File: config.mk
export PLATFORM = sky130hd
export DESIGN_NAME = calendar_date_unit
export DESIGN_NICKNAME = d
export VERILOG_FILES = /design/src/design/cdu_pkg.sv /design/src/design/calendar_date_unit.sv /design/src/design/cdu_alu.sv /design/src/design/cdu_seq.sv
export SDC_FILE = /design/constraint.sdc
export NUM_CORES = 1
export LEC_CHECK = 0
export ABC_AREA = 1
export BUFFER_PORTS_ARGS = -buffer_cell sky130_fd_sc_hd__buf_2
export CAP_MARGIN = 10
export CORE_ASPECT_RATIO = 0.6
export CORE_MARGIN = 4
export CORE_UTILIZATION = 57
export CTS_CLUSTER_SIZE = 8
export DETAILED_ROUTE_END_ITERATION = 7
export MAX_ROUTING_LAYER = met4
export PLACE_DENSITY_LB_ADDON = 0.05
export SLEW_MARGIN = 10
export SYNTH_ARGS = -nofsm -noshare
export SYNTH_HDL_FRONTEND = slang
export SYNTH_HIERARCHICAL = 1
export SYNTH_SLANG_ARGS = --single-unit
File: constraint.sdc
create_clock -name clk -period 5.31 [get_ports clk]
set_input_delay 0.7965 -clock clk [delete_from_list [all_inputs] [get_ports clk]]
set_output_delay 0.7965 -clock clk [all_outputs]
set_load 0.005 [all_outputs]
File: src/design/cdu_pkg.sv
// ============================================================================
// cdu_pkg: shared types and tables of the calendar date unit
// Item structs, the state encoding, the shared adder word and the month tables.
// ============================================================================
`default_nettype none

package cdu_pkg;

	// Opcodes of an input item.
	localparam logic [1:0] OP_DATE_TO_DOY = 2'd0;
	localparam logic [1:0] OP_DOY_TO_DATE = 2'd1;
	localparam logic [1:0] OP_WEEKDAY     = 2'd2;

	// Status codes of a result item.
	localparam logic STATUS_OK      = 1'b0;
	localparam logic STATUS_INVALID = 1'b1;

	// Width of the shared add/subtract unit; holds a 14-bit year with headroom.
	localparam int ALU_W = 15;
	typedef logic [ALU_W-1:0] word_t;

	// Reciprocals for the divisions by constants: floor(n / 100) is
	// (n * RECIP100) >> RECIP100_SHIFT for every 14-bit n, and floor(n / 7)
	// is (n * RECIP7) >> RECIP7_SHIFT for every n below 682.
	localparam logic [12:0] RECIP100       = 13'd5243;
	localparam int          RECIP100_SHIFT = 19;
	localparam logic [8:0]  RECIP7         = 9'd293;
	localparam int          RECIP7_SHIFT   = 11;

	// Offset that keeps the weekday sum positive; a multiple of seven.
	localparam word_t WEEK_BIAS = word_t'(336);

	typedef struct packed {
		logic [1:0]  opcode;
		logic [13:0] year;
		logic [3:0]  month_in;
		logic [4:0]  day_in;
		logic [8:0]  day_of_year_in;
	} cdu_req_t;

	typedef struct packed {
		logic       status;
		logic [8:0] day_of_year_out;
		logic [3:0] month_out;
		logic [4:0] day_out;
		logic [2:0] weekday;
		logic       is_weekend;
		logic       leap_year;
	} cdu_rsp_t;

	typedef struct packed {
		word_t a;
		word_t b;
		logic  sub;
	} alu_req_t;

	typedef struct packed {
		word_t res;
		logic  carry;
		logic  zero;
	} alu_rsp_t;

	typedef enum logic [2:0] {
		ST_IDLE,
		ST_DIV,
		ST_SETUP,
		ST_MADD,
		ST_MSUB,
		ST_MOD,
		ST_DONE
	} cdu_state_t;

	// Days in month m (1..12) of a common or leap year.
	function automatic logic [4:0] month_days(input logic [3:0] m, input logic leap);
		logic [4:0] len;
		case (m)
			4'd2:                     len = 5'd28 + {4'b0, leap};
			4'd4, 4'd6, 4'd9, 4'd11:  len = 5'd30;
			default:                  len = 5'd31;
		endcase
		return len;
	endfunction

	// Month term floor(26 * (mm + 1) / 10) of Zeller's congruence, where
	// January and February count as months 13 and 14 of the prior year.
	function automatic logic [5:0] zeller_month(input logic [3:0] m);
		logic [5:0] t;
		case (m)
			4'd1:    t = 6'd36;
			4'd2:    t = 6'd39;
			4'd3:    t = 6'd10;
			4'd4:    t = 6'd13;
			4'd5:    t = 6'd15;
			4'd6:    t = 6'd18;
			4'd7:    t = 6'd20;
			4'd8:    t = 6'd23;
			4'd9:    t = 6'd26;
			4'd10:   t = 6'd28;
			4'd11:   t = 6'd31;
			4'd12:   t = 6'd33;
			default: t = 6'd0;
		endcase
		return t;
	endfunction

endpackage

`default_nettype wire

File: src/design/calendar_date_unit.sv
// ============================================================================
// calendar_date_unit: Gregorian day-of-year, date and weekday unit
// Top level: input handshake, sequencer, shared adder and result register.
// ============================================================================
// Use of the block:
// An item enters on the req channel (req_valid/req_ready) with an opcode, a
// year, a month, a day and an ordinal day. Opcode 0 turns a date into its day
// of the year, opcode 1 turns a day of the year into month and day, and
// opcode 2 gives the weekday (0 is Sunday) and a weekend flag. Each item gives
// exactly one result item on the rsp channel (rsp_valid/rsp_ready); every
// result carries the leap-year flag, and invalid input gives status 1 with
// the other result fields zero.
// All sums run through one add/subtract unit. The year is split by 100 with a
// reciprocal multiply at acceptance and one subtract, then opcode 0 adds one
// month length per cycle, opcode 1 subtracts one per cycle, and opcode 2 takes
// the Zeller sum mod 7 with a reciprocal multiply and one subtract. Opcode 0
// walks the months up to the input month and opcode 1 up to the result month;
// invalid items skip the walk. req_ready is high only while the sequencer is
// idle, so no new item is taken until the last result has left the sequencer.
// The finished result sits in an output register, so one more item is accepted
// and worked while the receiver stalls; after that req_ready stays low.
// Reset empties the sequencer and the output register; nothing else is kept.
// ============================================================================
`default_nettype none

module calendar_date_unit (
	input  wire                clk,
	input  wire                arst_n,
	input  wire                req_valid,
	output logic               req_ready,
	input  cdu_pkg::cdu_req_t  req,
	output logic               rsp_valid,
	input  wire                rsp_ready,
	output cdu_pkg::cdu_rsp_t  rsp
);

	cdu_pkg::alu_req_t alu_req;
	cdu_pkg::alu_rsp_t alu_rsp;
	cdu_pkg::cdu_rsp_t seq_rsp;
	cdu_pkg::cdu_rsp_t rsp_q;
	logic              rsp_valid_q;
	logic              seq_idle;
	logic              seq_done;
	logic              start;
	logic              take;

	assign req_ready = seq_idle;
	assign start     = req_valid && seq_idle;

	// A finished result moves into the output register once it is free.
	assign take = seq_done && (!rsp_valid_q || rsp_ready);

	cdu_seq u_seq (
		.clk     (clk),
		.arst_n  (arst_n),
		.start   (start),
		.req     (req),
		.idle    (seq_idle),
		.done    (seq_done),
		.take    (take),
		.rsp     (seq_rsp),
		.alu_req (alu_req),
		.alu_rsp (alu_rsp)
	);

	cdu_alu u_alu (
		.req (alu_req),
		.rsp (alu_rsp)
	);

	always_ff @(posedge clk or negedge arst_n) begin
		if (!arst_n) begin
			rsp_valid_q <= 1'b0;
		end else if (take) begin
			rsp_valid_q <= 1'b1;
		end else if (rsp_ready) begin
			rsp_valid_q <= 1'b0;
		end
	end

	always_ff @(posedge clk) begin
		if (take) begin
			rsp_q <= seq_rsp;
		end
	end

	assign rsp_valid = rsp_valid_q;
	assign rsp       = rsp_q;

endmodule

`default_nettype wire

File: src/design/cdu_alu.sv
// ============================================================================
// cdu_alu: shared add/subtract unit
// One adder that either adds or subtracts, with carry (no borrow) and zero.
// ============================================================================
`default_nettype none

module cdu_alu (
	input  cdu_pkg::alu_req_t req,
	output cdu_pkg::alu_rsp_t rsp
);

	logic [cdu_pkg::ALU_W:0] sum;
	cdu_pkg::word_t          b_op;

	// Subtraction is a + ~b + 1; carry set means a >= b.
	assign b_op = req.sub ? ~req.b : req.b;
	assign sum  = {1'b0, req.a} + {1'b0, b_op} + {{cdu_pkg::ALU_W{1'b0}}, req.sub};

	assign rsp.res   = sum[cdu_pkg::ALU_W-1:0];
	assign rsp.carry = sum[cdu_pkg::ALU_W];
	assign rsp.zero  = (sum[cdu_pkg::ALU_W-1:0] == '0);

endmodule

`default_nettype wire

File: src/design/cdu_seq.sv
// ============================================================================
// cdu_seq: sequencer and working registers of the calendar date unit
// Splits the year by 100, then walks months or reduces the weekday sum mod 7.
// ============================================================================
`default_nettype none

module cdu_seq (
	input  wire                clk,
	input  wire                arst_n,
	input  wire                start,
	input  cdu_pkg::cdu_req_t  req,
	output logic               idle,
	output logic               done,
	input  wire                take,
	output cdu_pkg::cdu_rsp_t  rsp,
	output cdu_pkg::alu_req_t  alu_req,
	input  cdu_pkg::alu_rsp_t  alu_rsp
);

	cdu_pkg::cdu_state_t state_q, state_d;

	logic [1:0]     op_q;
	logic [13:0]    year_q;
	logic [3:0]     mon_q;
	logic [4:0]     day_q;
	logic [8:0]     yday_q;
	cdu_pkg::word_t acc_q;
	logic [7:0]     quo_q;
	logic           phase_q;
	logic [3:0]     mcnt_q;
	logic           leap_q;
	cdu_pkg::cdu_rsp_t rsp_q;

	logic [26:0]    prod100;
	logic [18:0]    prod7;
	cdu_pkg::word_t hundreds;
	cdu_pkg::word_t sevens;
	logic [6:0]     rem100;
	logic           leap_c;
	logic           early;
	logic           wrap;
	logic [6:0]     zk;
	logic [7:0]     zj;
	cdu_pkg::word_t wsum;
	logic [4:0]     mlen;
	logic           mon_ok;
	logic           date_ok;
	logic           doy_ok;

	// Quotients by reciprocal multiplication; the shared unit then subtracts
	// the multiple of the divisor to leave the remainder.
	assign prod100  = 27'(req.year) * 27'(cdu_pkg::RECIP100);
	assign prod7    = 19'(acc_q[9:0]) * 19'(cdu_pkg::RECIP7);
	assign hundreds = cdu_pkg::word_t'({quo_q, 6'd0}) + cdu_pkg::word_t'({quo_q, 5'd0})
		+ cdu_pkg::word_t'({quo_q, 2'd0});
	assign sevens   = cdu_pkg::word_t'({quo_q, 3'd0}) - cdu_pkg::word_t'(quo_q);

	// After the split, acc holds year % 100 and quo holds year / 100.
	assign rem100 = acc_q[6:0];
	assign leap_c = (year_q[1:0] == 2'd0) && ((rem100 != 7'd0) || (quo_q[1:0] == 2'd0));

	// Zeller works on year + 400, one year earlier for January and February.
	assign early = (mon_q <= 4'd2);
	assign wrap  = early && (rem100 == 7'd0);
	assign zk    = early ? (wrap ? 7'd99 : rem100 - 7'd1) : rem100;
	assign zj    = quo_q + 8'd4 - {7'b0, wrap};
	assign wsum  = cdu_pkg::WEEK_BIAS
		+ cdu_pkg::word_t'(zk) + cdu_pkg::word_t'(zk[6:2]) + cdu_pkg::word_t'(zj[7:2])
		+ cdu_pkg::word_t'(cdu_pkg::zeller_month(mon_q)) + cdu_pkg::word_t'(day_q)
		- cdu_pkg::word_t'(1) - cdu_pkg::word_t'({zj, 1'b0});

	assign mon_ok  = (mon_q inside {[4'd1:4'd12]});
	assign date_ok = mon_ok && (day_q != 5'd0) && (day_q <= cdu_pkg::month_days(mon_q, leap_c));
	assign doy_ok  = (yday_q != 9'd0) && (yday_q <= 9'd365 + {8'b0, leap_c});
	assign mlen    = cdu_pkg::month_days(mcnt_q, leap_q);

	assign idle = (state_q == cdu_pkg::ST_IDLE);
	assign done = (state_q == cdu_pkg::ST_DONE);
	assign rsp  = rsp_q;

	always_ff @(posedge clk or negedge arst_n) begin
		if (!arst_n) begin
			state_q <= cdu_pkg::ST_IDLE;
		end else begin
			state_q <= state_d;
		end
	end

	always_comb begin
		state_d     = state_q;
		alu_req.a   = acc_q;
		alu_req.b   = hundreds;
		alu_req.sub = 1'b1;
		case (state_q)
			cdu_pkg::ST_IDLE: begin
				if (start) begin
					state_d = cdu_pkg::ST_DIV;
				end
			end
			cdu_pkg::ST_DIV: begin
				state_d = cdu_pkg::ST_SETUP;
			end
			cdu_pkg::ST_SETUP: begin
				case (op_q)
					cdu_pkg::OP_DATE_TO_DOY: state_d = date_ok ? cdu_pkg::ST_MADD : cdu_pkg::ST_DONE;
					cdu_pkg::OP_DOY_TO_DATE: state_d = doy_ok ? cdu_pkg::ST_MSUB : cdu_pkg::ST_DONE;
					cdu_pkg::OP_WEEKDAY:     state_d = mon_ok ? cdu_pkg::ST_MOD : cdu_pkg::ST_DONE;
					default:                 state_d = cdu_pkg::ST_DONE;
				endcase
			end
			cdu_pkg::ST_MADD: begin
				alu_req.b   = cdu_pkg::word_t'(mlen);
				alu_req.sub = 1'b0;
				if (mcnt_q >= mon_q) begin
					state_d = cdu_pkg::ST_DONE;
				end
			end
			cdu_pkg::ST_MSUB: begin
				alu_req.b = cdu_pkg::word_t'(mlen);
				if (!((mcnt_q < 4'd12) && alu_rsp.carry && !alu_rsp.zero)) begin
					state_d = cdu_pkg::ST_DONE;
				end
			end
			cdu_pkg::ST_MOD: begin
				alu_req.b = sevens;
				if (phase_q) begin
					state_d = cdu_pkg::ST_DONE;
				end
			end
			cdu_pkg::ST_DONE: begin
				if (take) begin
					state_d = cdu_pkg::ST_IDLE;
				end
			end
			default: begin
				state_d = cdu_pkg::ST_IDLE;
			end
		endcase
	end

	// Working registers carry data only; the state register above gates them.
	always_ff @(posedge clk) begin
		case (state_q)
			cdu_pkg::ST_IDLE: begin
				if (start) begin
					op_q   <= req.opcode;
					year_q <= req.year;
					mon_q  <= req.month_in;
					day_q  <= req.day_in;
					yday_q <= req.day_of_year_in;
					acc_q  <= cdu_pkg::word_t'(req.year);
					quo_q  <= prod100[cdu_pkg::RECIP100_SHIFT +: 8];
				end
			end
			cdu_pkg::ST_DIV: begin
				acc_q <= alu_rsp.res;
			end
			cdu_pkg::ST_SETUP: begin
				leap_q                <= leap_c;
				mcnt_q                <= 4'd1;
				phase_q               <= 1'b0;
				rsp_q.status          <= cdu_pkg::STATUS_INVALID;
				rsp_q.day_of_year_out <= 9'd0;
				rsp_q.month_out       <= 4'd0;
				rsp_q.day_out         <= 5'd0;
				rsp_q.weekday         <= 3'd0;
				rsp_q.is_weekend      <= 1'b0;
				rsp_q.leap_year       <= leap_c;
				case (op_q)
					cdu_pkg::OP_DATE_TO_DOY: acc_q <= cdu_pkg::word_t'(day_q);
					cdu_pkg::OP_DOY_TO_DATE: acc_q <= cdu_pkg::word_t'(yday_q);
					default:                 acc_q <= wsum;
				endcase
			end
			cdu_pkg::ST_MADD: begin
				if (mcnt_q < mon_q) begin
					acc_q  <= alu_rsp.res;
					mcnt_q <= mcnt_q + 4'd1;
				end else begin
					rsp_q.status          <= cdu_pkg::STATUS_OK;
					rsp_q.day_of_year_out <= acc_q[8:0];
				end
			end
			cdu_pkg::ST_MSUB: begin
				if ((mcnt_q < 4'd12) && alu_rsp.carry && !alu_rsp.zero) begin
					acc_q  <= alu_rsp.res;
					mcnt_q <= mcnt_q + 4'd1;
				end else begin
					rsp_q.status    <= cdu_pkg::STATUS_OK;
					rsp_q.month_out <= mcnt_q;
					rsp_q.day_out   <= acc_q[4:0];
				end
			end
			cdu_pkg::ST_MOD: begin
				// First the quotient by seven, then the remainder.
				if (!phase_q) begin
					quo_q   <= prod7[cdu_pkg::RECIP7_SHIFT +: 8];
					phase_q <= 1'b1;
				end else begin
					rsp_q.status     <= cdu_pkg::STATUS_OK;
					rsp_q.weekday    <= alu_rsp.res[2:0];
					rsp_q.is_weekend <= (alu_rsp.res[2:0] == 3'd0) || (alu_rsp.res[2:0] == 3'd6);
				end
			end
			default: begin
			end
		endcase
	end

endmodule

`default_nettype wire

==> results.txt, run 1 <==
----------------------------------------------------
[Status]
  Result of the run ... finished, violations left
  Violations in the final reports ... setup timing

[Die]
  Number of placed I/O pins ... 64
  Die W ... 209.1 um
  CORE AREA ... between 20,000 and 25,000 sq um
  Die area ... 26,890 sq um
  Initial cell density of the core ... 58.94%
  Height of the chip ... ~130 um
  Number of core rows ... 43

[Global routing]
  Via count of the first global-routing pass ... 10,470
  Total global routing overflow ... 0
  Overall fraction of global-route tracks in use ... approximately 29%
  Wire length of the first global-routing pass ... 58,450 um
  Maximum number of pins on one net before global-route repair ... 27
  Initial antenna violation count ... 0

[STA]
  Headroom to the max-slew limit ... 45.22%
  Final cycle utilization of the critical path ... 104.8%
  Clock Skews ... 0.01393 ns
  Setup violation total in the final timing report ... 10
  Least-Margin Pin Slew ... slightly above 0.8 ns
  Setup repair after global routing missed its margin ... true
  Tmin final ... 5.563 ns
  Highest clock rate ... 0.1797 GHz
  Max-slew violation count ... 0
  Count of endpoints failing hold in the final timing report ... 0
  Worst setup margin ... -0.2535 ns

[Synth]
  Synthesized area divided by synthesized cell count ... 8.210 sq um
  Ys Warns ... 6
  Fraction of the yosys area taken by sequential cells ... a little under a quarter
  Flops & latches, synth ... 108
  Top post-synthesis cells by area ... ha_1 21%, edfxtp_1 21%, fa_1 14%
  Number of unique standard cell types used by synthesis ... 55
  Yosys top cell area share ... between 20% and 30%
  Commonest register cell after synthesis ... edfxtp_1
  Number of synthesized flops with an enable pin ... 98
  Post-synthesis instance area ... about 14,000 sq um
  Syn Nets ... about 2,100
  Synthesized netlist cell count ... ~1,700
  Cell with the most instances after synthesis ... inv_1
  Asr flop ratio synth ... 3.704%
  Most frequent cells after synthesis ... 360 x inv_1, 330 x nand2_1, 237 x ha_1
  Top cell type by total area after synthesis ... ha_1

[Critical path]
  Beginning of the worst register-to-register path ... u_seq/acc_q[1]
  Kind of start point of the critical path ... flip-flop
  Critical path class ... flip-flop to flip-flop
  Reg-to-reg endpoint ... u_seq/acc_q[11]
  Endpoint required time on the critical path ... 5.42 ns
  Crit Path Max Fanout ... 3
  Category of the worst setup path capture point ... flip-flop
  Arr. time, crit path ... 5.68 ns
  CP peak stage delay ... 0.58 ns
  Most common cell on crit path ... nand2_2
  Setup slack of the worst register-to-register path ... -0.25 ns
  Cell depth of the worst flop-to-flop path ... 30
  CP max-delay cell ... fa_2

[Drt]
  Wirelength per Cell ... 17.83 um
  Drt pass-1 iters ... 6
  First-iteration detailed-routing DRC count ... 1,110
  DR vias ... 11,670
  Post-DRT Antenna Nets ... 0
  DRC errors left ... 0
  Wire length reported by the detailed router ... about 38,000 um
  Routed vias/inst ... 5.444

[Clock tree]
  Num CTS Buffers ... 9
  Maximum buffer depth of the clock tree ... 2
  Number of levels the H-tree was split into ... 3
  Clock tree from TritonCTS ... built
  Root buffer selected by CTS ... clkbuf_16
  Clock-pin slew on the worst setup and hold paths ... ~0.090 ns
  Number of buffers added to fix hold violations after cts ... 0
  Source-to-sink clock delay at the later pin of the worst-skew pair ... between 0.3 and 0.4 ns
  Clk sinks ... 108

[Cells and area]
  Utilization of the core after routing ... 66.67%
  Final Net Count ... 2,198
  Layout-stage area growth over the synthesis result ... 13.11%
  Antenna Cells ... 0
  Layout cells sized above 1 ... between 10% and 20%

[Hold path]
  Hold Path Class ... primary input to async pin

[Flow run]
  Max-capacitance violation count ... 0

[Placed design]
  Buffers added on ports ... 63
  Global placer's final weighted congestion ... 0.9858
  HPWL after DPL ... 32,210 um

----------------------------------------------------
## registers in the layout (all words and copies together) (netlist names), named ones only
register       flops
u_seq/op_q         2
u_seq/state_q      3
u_seq/yday_q       9
rsp_valid          1
u_seq/year_q       2
rsp               24
u_seq/day_q        5
u_seq/rsp         24
u_seq/phase_q      1
u_seq/mon_q        4
u_seq/acc_q       15
u_seq/quo_q        8
u_seq/mcnt_q       4
## worst max-delay path: cells and delay by family, from the launching register on
kind	cells	cell delay [ns]
and+or+nand+nor	13	0.97
xor gates and xnor gates	1	0.21
buffers and inverters	5	0.31
AOI/OAI and AO/OA	3	0.56
adders and majority gates	8	2.85
DFF	1	0.41
## worst max path at each step
| stage | start | end | depth (start not counted) |
|---|---|---|---|
| 2_1_floorplan | u_seq/acc_q[1] | u_seq/acc_q[11] | 30 |
| 3_3_place_gp | u_seq/mon_q[0] | u_seq/acc_q[11] | 31 |
| 3_5_place_dp | u_seq/mon_q[2] | u_seq/acc_q[11] | 29 |
| 4_1_cts | u_seq/acc_q[0] | u_seq/acc_q[11] | 30 |
| 5_1_grt | u_seq/acc_q[0] | u_seq/acc_q[11] | 30 |
| 6_report | u_seq/acc_q[1] | u_seq/acc_q[11] | 30 |
## metal layers
layer	global-route usage, %	up-vias	wire (um)
met4	3.221	0	201
met1	48.11	5453	19900
li1	-	5708	-
met2	34.84	486	13650
met3	8.114	20	4471
met5	-	-	0
## cells by family (layout without fill, tap and decap cells)
group / count (synthesis) / count (layout) / synth area share, %
DFF: 108 / 108 / 22.88
buffers and inverters: 386 / 530 / 10.83
adders and majority gates: 337 / 337 / 35.93
AOI/OAI and AO/OA: 191 / 191 / 8.317
xor gates and xnor gates: 29 / 29 / 1.837
and+or+nand+nor: 633 / 633 / 20.21
## layout make-up
class | instances | area, sq um
multi-input cells | 1190 | 9434
fillers | 2007 | 7819
flip-flops and latches | 108 | 3163
inverters | 371 | 1395
repair buffers | 143 | 940.9
well taps | 315 | 394.1
clock buffers | 9 | 225.2
clock inverters | 7 | 86.33
## layout by cell type (no fill, tap or decap), drive strengths merged
cell type and count:
a221o 1, dfrtp 4, nand2 352, clkinv 3
xnor2 5, dfxtp 6, a22o 1, nand4 20
nor3 25, and2 3, or2 2, buf 143
o211ai 8, a21boi 1, xor2 24, o22ai 5
nor2 125, nor3b 1, o21bai 12, o2111ai 2
o21ai 58, o21a 2, a211o 1, a21oi 77
a21o 6, o221ai 9, edfxtp 98, a31oi 4
fa 100, ha 237, o31a 1, nand3b 10
nor4 2, a211oi 2, a22oi 1, clkbuf 9
inv 375, nand3 93
## repair_timing
action	4_1_cts	5_1_grt
pin swaps	14	30
resized for setup	13	41
buffers inserted	21	13
setup endpoints to repair	11	43
gates cloned	0	0
## through the flow
stage | hold slack (ns) | cells | setup WS (ns) | setup TNS [ns] | area, sq um
finish | 0.2121 | 2143 | -0.2535 | -1.253 | 15640
detailed placement | 0.4045 | 2097 | -0.3538 | -1.597 | 14900
CTS | 0.2103 | 2131 | -0.2742 | -0.9172 | 15370
global route | 0.2100 | 2143 | -0.5206 | -3.768 | 15640
floorplan | 0.4003 | 1684 | -0.08716 | -0.1152 | 13890
global placement | 0.4026 | 2097 | -0.2905 | -1.024 | 14900
Power of run 1 is not shown: default switching activity piles up to over one toggle a cycle in this logic, so the estimate is an artifact.
==> run 2, diff against run 1 <==
--- a/config.mk
+++ b/config.mk
@@ -9,7 +9,7 @@
 export BUFFER_PORTS_ARGS = -buffer_cell sky130_fd_sc_hd__buf_2
 export CAP_MARGIN = 10
 export CORE_ASPECT_RATIO = 0.6
-export CORE_MARGIN = 4
+export CORE_MARGIN = 2
 export CORE_UTILIZATION = 57
 export CTS_CLUSTER_SIZE = 8
 export DETAILED_ROUTE_END_ITERATION = 7
==> constraint.sdc (replaced) <==
create_clock -name clk -period 5.8 [get_ports clk]
set_input_delay 0.87 -clock clk [delete_from_list [all_inputs] [get_ports clk]]
set_output_delay 0.87 -clock clk [all_outputs]
set_load 0.005 [all_outputs]
==> run 2 against run 1 <==
The flow now finishes without violations. Largest cell class unchanged. Critical endpoint unchanged. Final cell count decreased by 1.3%. Global-route usage increased by 2.0 points. Fmax decreased by 1.5%.
==> results.txt, run 2 (synthesized netlist as in run 1, its figures left out) <==
----------------------------------------------------
[Cells and area]
  Area of the multi-input gates ... 9216 sq um (-2.3%)
  Antenna Cells ... 0 (unchanged)
  Layout-stage area growth over the synthesis result ... 9.574%
  Leading cell type in the layout, fill and taps excluded ... inv_1
  Layout cells sized above 1 ... 11.26% (-3.9 points)
  Leading cell types in the layout, fill and taps excluded ... 358 x inv_1, 328 x nand2_1, 236 x ha_1, 113 x nor2_1, 98 x edfxtp_1
  Final Net Count ... 2,164 (-1.5%)
  Sequential Area ... 3163 sq um (unchanged)
  Utilization of the core after routing ... 63.12% (-3.6 points)
  Layout filler cell count ... 2,168 (+8.0%)

[Die]
  Number of core rows ... 44 (+2.3%)
  CORE AREA ... 24,000 sq um (+2.3%)
  Die area ... 25,560 sq um (-5.0%)
  Die W ... 205.1 um (-1.9%)
  Height of the chip ... 124.6 um (-3.1%)
  Initial cell density of the core ... 57.60% (-1.3 points)
  Number of placed I/O pins ... 64 (unchanged)

[Clock tree]
  Clock tree from TritonCTS ... built
  Maximum buffer depth of the clock tree ... 2 (unchanged)
  Clk sinks ... 108 (unchanged)
  Clock-pin slew on the worst setup and hold paths ... 0.08 ns (about the same)
  Number of levels the H-tree was split into ... 3 (unchanged)
  Root buffer selected by CTS ... clkbuf_16
  Source-to-sink clock delay at the later pin of the worst-skew pair ... 0.37 ns (about the same)
  Num CTS Buffers ... 9 (unchanged)

[Drt]
  DR vias ... 11,540 (-1.1%)
  DRC errors left ... 0 (unchanged)
  Wirelength per Cell ... 17.63 um (-1.2%)
  First-iteration detailed-routing DRC count ... 1,150 (+3.6%)
  Routed vias/inst ... 5.453 (+0.16%)
  Wire length reported by the detailed router ... 37,300 um (-2.4%)
  Post-DRT Antenna Nets ... 0 (unchanged)
  Drt pass-1 iters ... 6 (unchanged)

[Critical path]
  Kind of start point of the critical path ... flip-flop
  Arr. time, crit path ... 5.77 ns (+0.09 ns)
  CP peak stage delay ... 0.57 ns (about the same)
  Category of the worst setup path capture point ... flip-flop
  Critical path class ... flip-flop to flip-flop
  Crit Path Max Fanout ... 3 (unchanged)
  CP max-delay cell ... fa_1
  Most common cell on crit path ... nand2_1
  Endpoint required time on the critical path ... 5.92 ns (+0.50 ns)

[STA]
  Highest clock rate ... 0.1770 GHz (-1.5%)
  Headroom to the max-slew limit ... 42.67% (-2.6 points)
  Least-Margin Pin Slew ... 0.8590 ns (+0.03829 ns)
  Setup violation total in the final timing report ... 0 (-10)
  Worst hold slack after final layout ... 0.2864 ns (+0.07425 ns)
  Tmin final ... 5.651 ns (+0.08751 ns)
  Setup repair after global routing missed its margin ... true
  Max-slew violation count ... 0 (unchanged)
  Final cycle utilization of the critical path ... 97.43% (-7.3 points)
  Setup Total Neg Slack ... 0 ns (+1.253 ns)
  Clock Skews ... 0.007559 ns (-0.006369 ns)
  Worst setup margin ... 0.1490 ns (+0.4025 ns)
  Count of endpoints failing hold in the final timing report ... 0 (unchanged)

[Global routing]
  Overall fraction of global-route tracks in use ... 31.02% (+2.0 points)
  Wire length of the first global-routing pass ... 58,450 um (unchanged)
  Total global routing overflow ... 0 (unchanged)
  Initial antenna violation count ... 0 (unchanged)
  Maximum number of pins on one net before global-route repair ... 27 (unchanged)
  Via count of the first global-routing pass ... 10,560 (+0.81%)

[Flow run]
  Max-capacitance violation count ... 0 (unchanged)

[Hold path]
  Hold Path Class ... primary input to async pin

[Placed design]
  Dpl ws ... -0.01680 ns (+0.3370 ns)
  Global placer's final weighted congestion ... 0.9797 (-0.62%)
  Buffers added on ports ... 63 (unchanged)
  HPWL after DPL ... 31,800 um (-1.3%)

[Status]
  Result of the run ... finished, final reports clean

----------------------------------------------------
run 2: area by class of cell:
cell class              count  share of cell area [%]
clock inverters             7                  0.5699
repair buffers            109                   4.361
well taps                 322                   2.659
multi-input cells        1190                   60.84
flip-flops and latches    108                   20.88
inverters                 371                   9.209
clock buffers               9                   1.487
run 2: critical path: cells and delay by family (launching register included):
family,cells,cell delay (ns)
flip-flops,1,0.39
AND/OR/NAND/NOR,13,0.99
adder cells (fa/ha/maj),8,2.95
AO/OA/AOI/OAI,3,0.57
buffers and inverters,5,0.30
XOR/XNOR,1,0.18
run 2: per-layer routing:
metal | track usage (%) | vias to the layer above | part of all wire [%]
li1 | - | 5632 | -
met1 | 52.75 | 5421 | 53
met2 | 36.65 | 468 | 36
met3 | 7.378 | 18 | 10
met4 | 3.216 | 0 | 0.61
met5 | - | - | 0
run 2: final timing paths:
| check | from | endpoint | slack (ns) | cells past startpoint |
|---|---|---|---|---|
| setup reg to reg | u_seq/acc_q[1] | u_seq/acc_q[11] | 0.15 | 30 |
| min in group clk | u_seq/rsp[8] | rsp[8] | 0.42 | 0 |
| hold / removal | arst_n | u_seq/state_q[1] | 0.29 | 1 |
| hold reg to reg | u_seq/rsp[8] | rsp[8] | 0.42 | 0 |
| setup / recovery | u_seq/acc_q[1] | u_seq/acc_q[11] | 0.15 | 30 |
| max in group asynchronous | arst_n | u_seq/state_q[2] | 5.39 | 1 |
run 2: per-stage QoR:
| step | std cells | instance area [sq um] |
|---|---|---|
| detailed placement | 2090 | 14720 |
| global placement | 2090 | 14720 |
| finish | 2116 | 15150 |
| floorplan | 1684 | 13830 |
| CTS | 2107 | 15040 |
| global route | 2116 | 15150 |
run 2: what timing repair did:
item / 4_1_cts / 5_1_grt
setup buffers: 1 / 9
gates resized for setup: 2 / 15
hold buffers: 0 / 0
pin swaps: 5 / 10
setup endpoints to repair: 2 / 33
Power of run 2 is left out for the same reason.
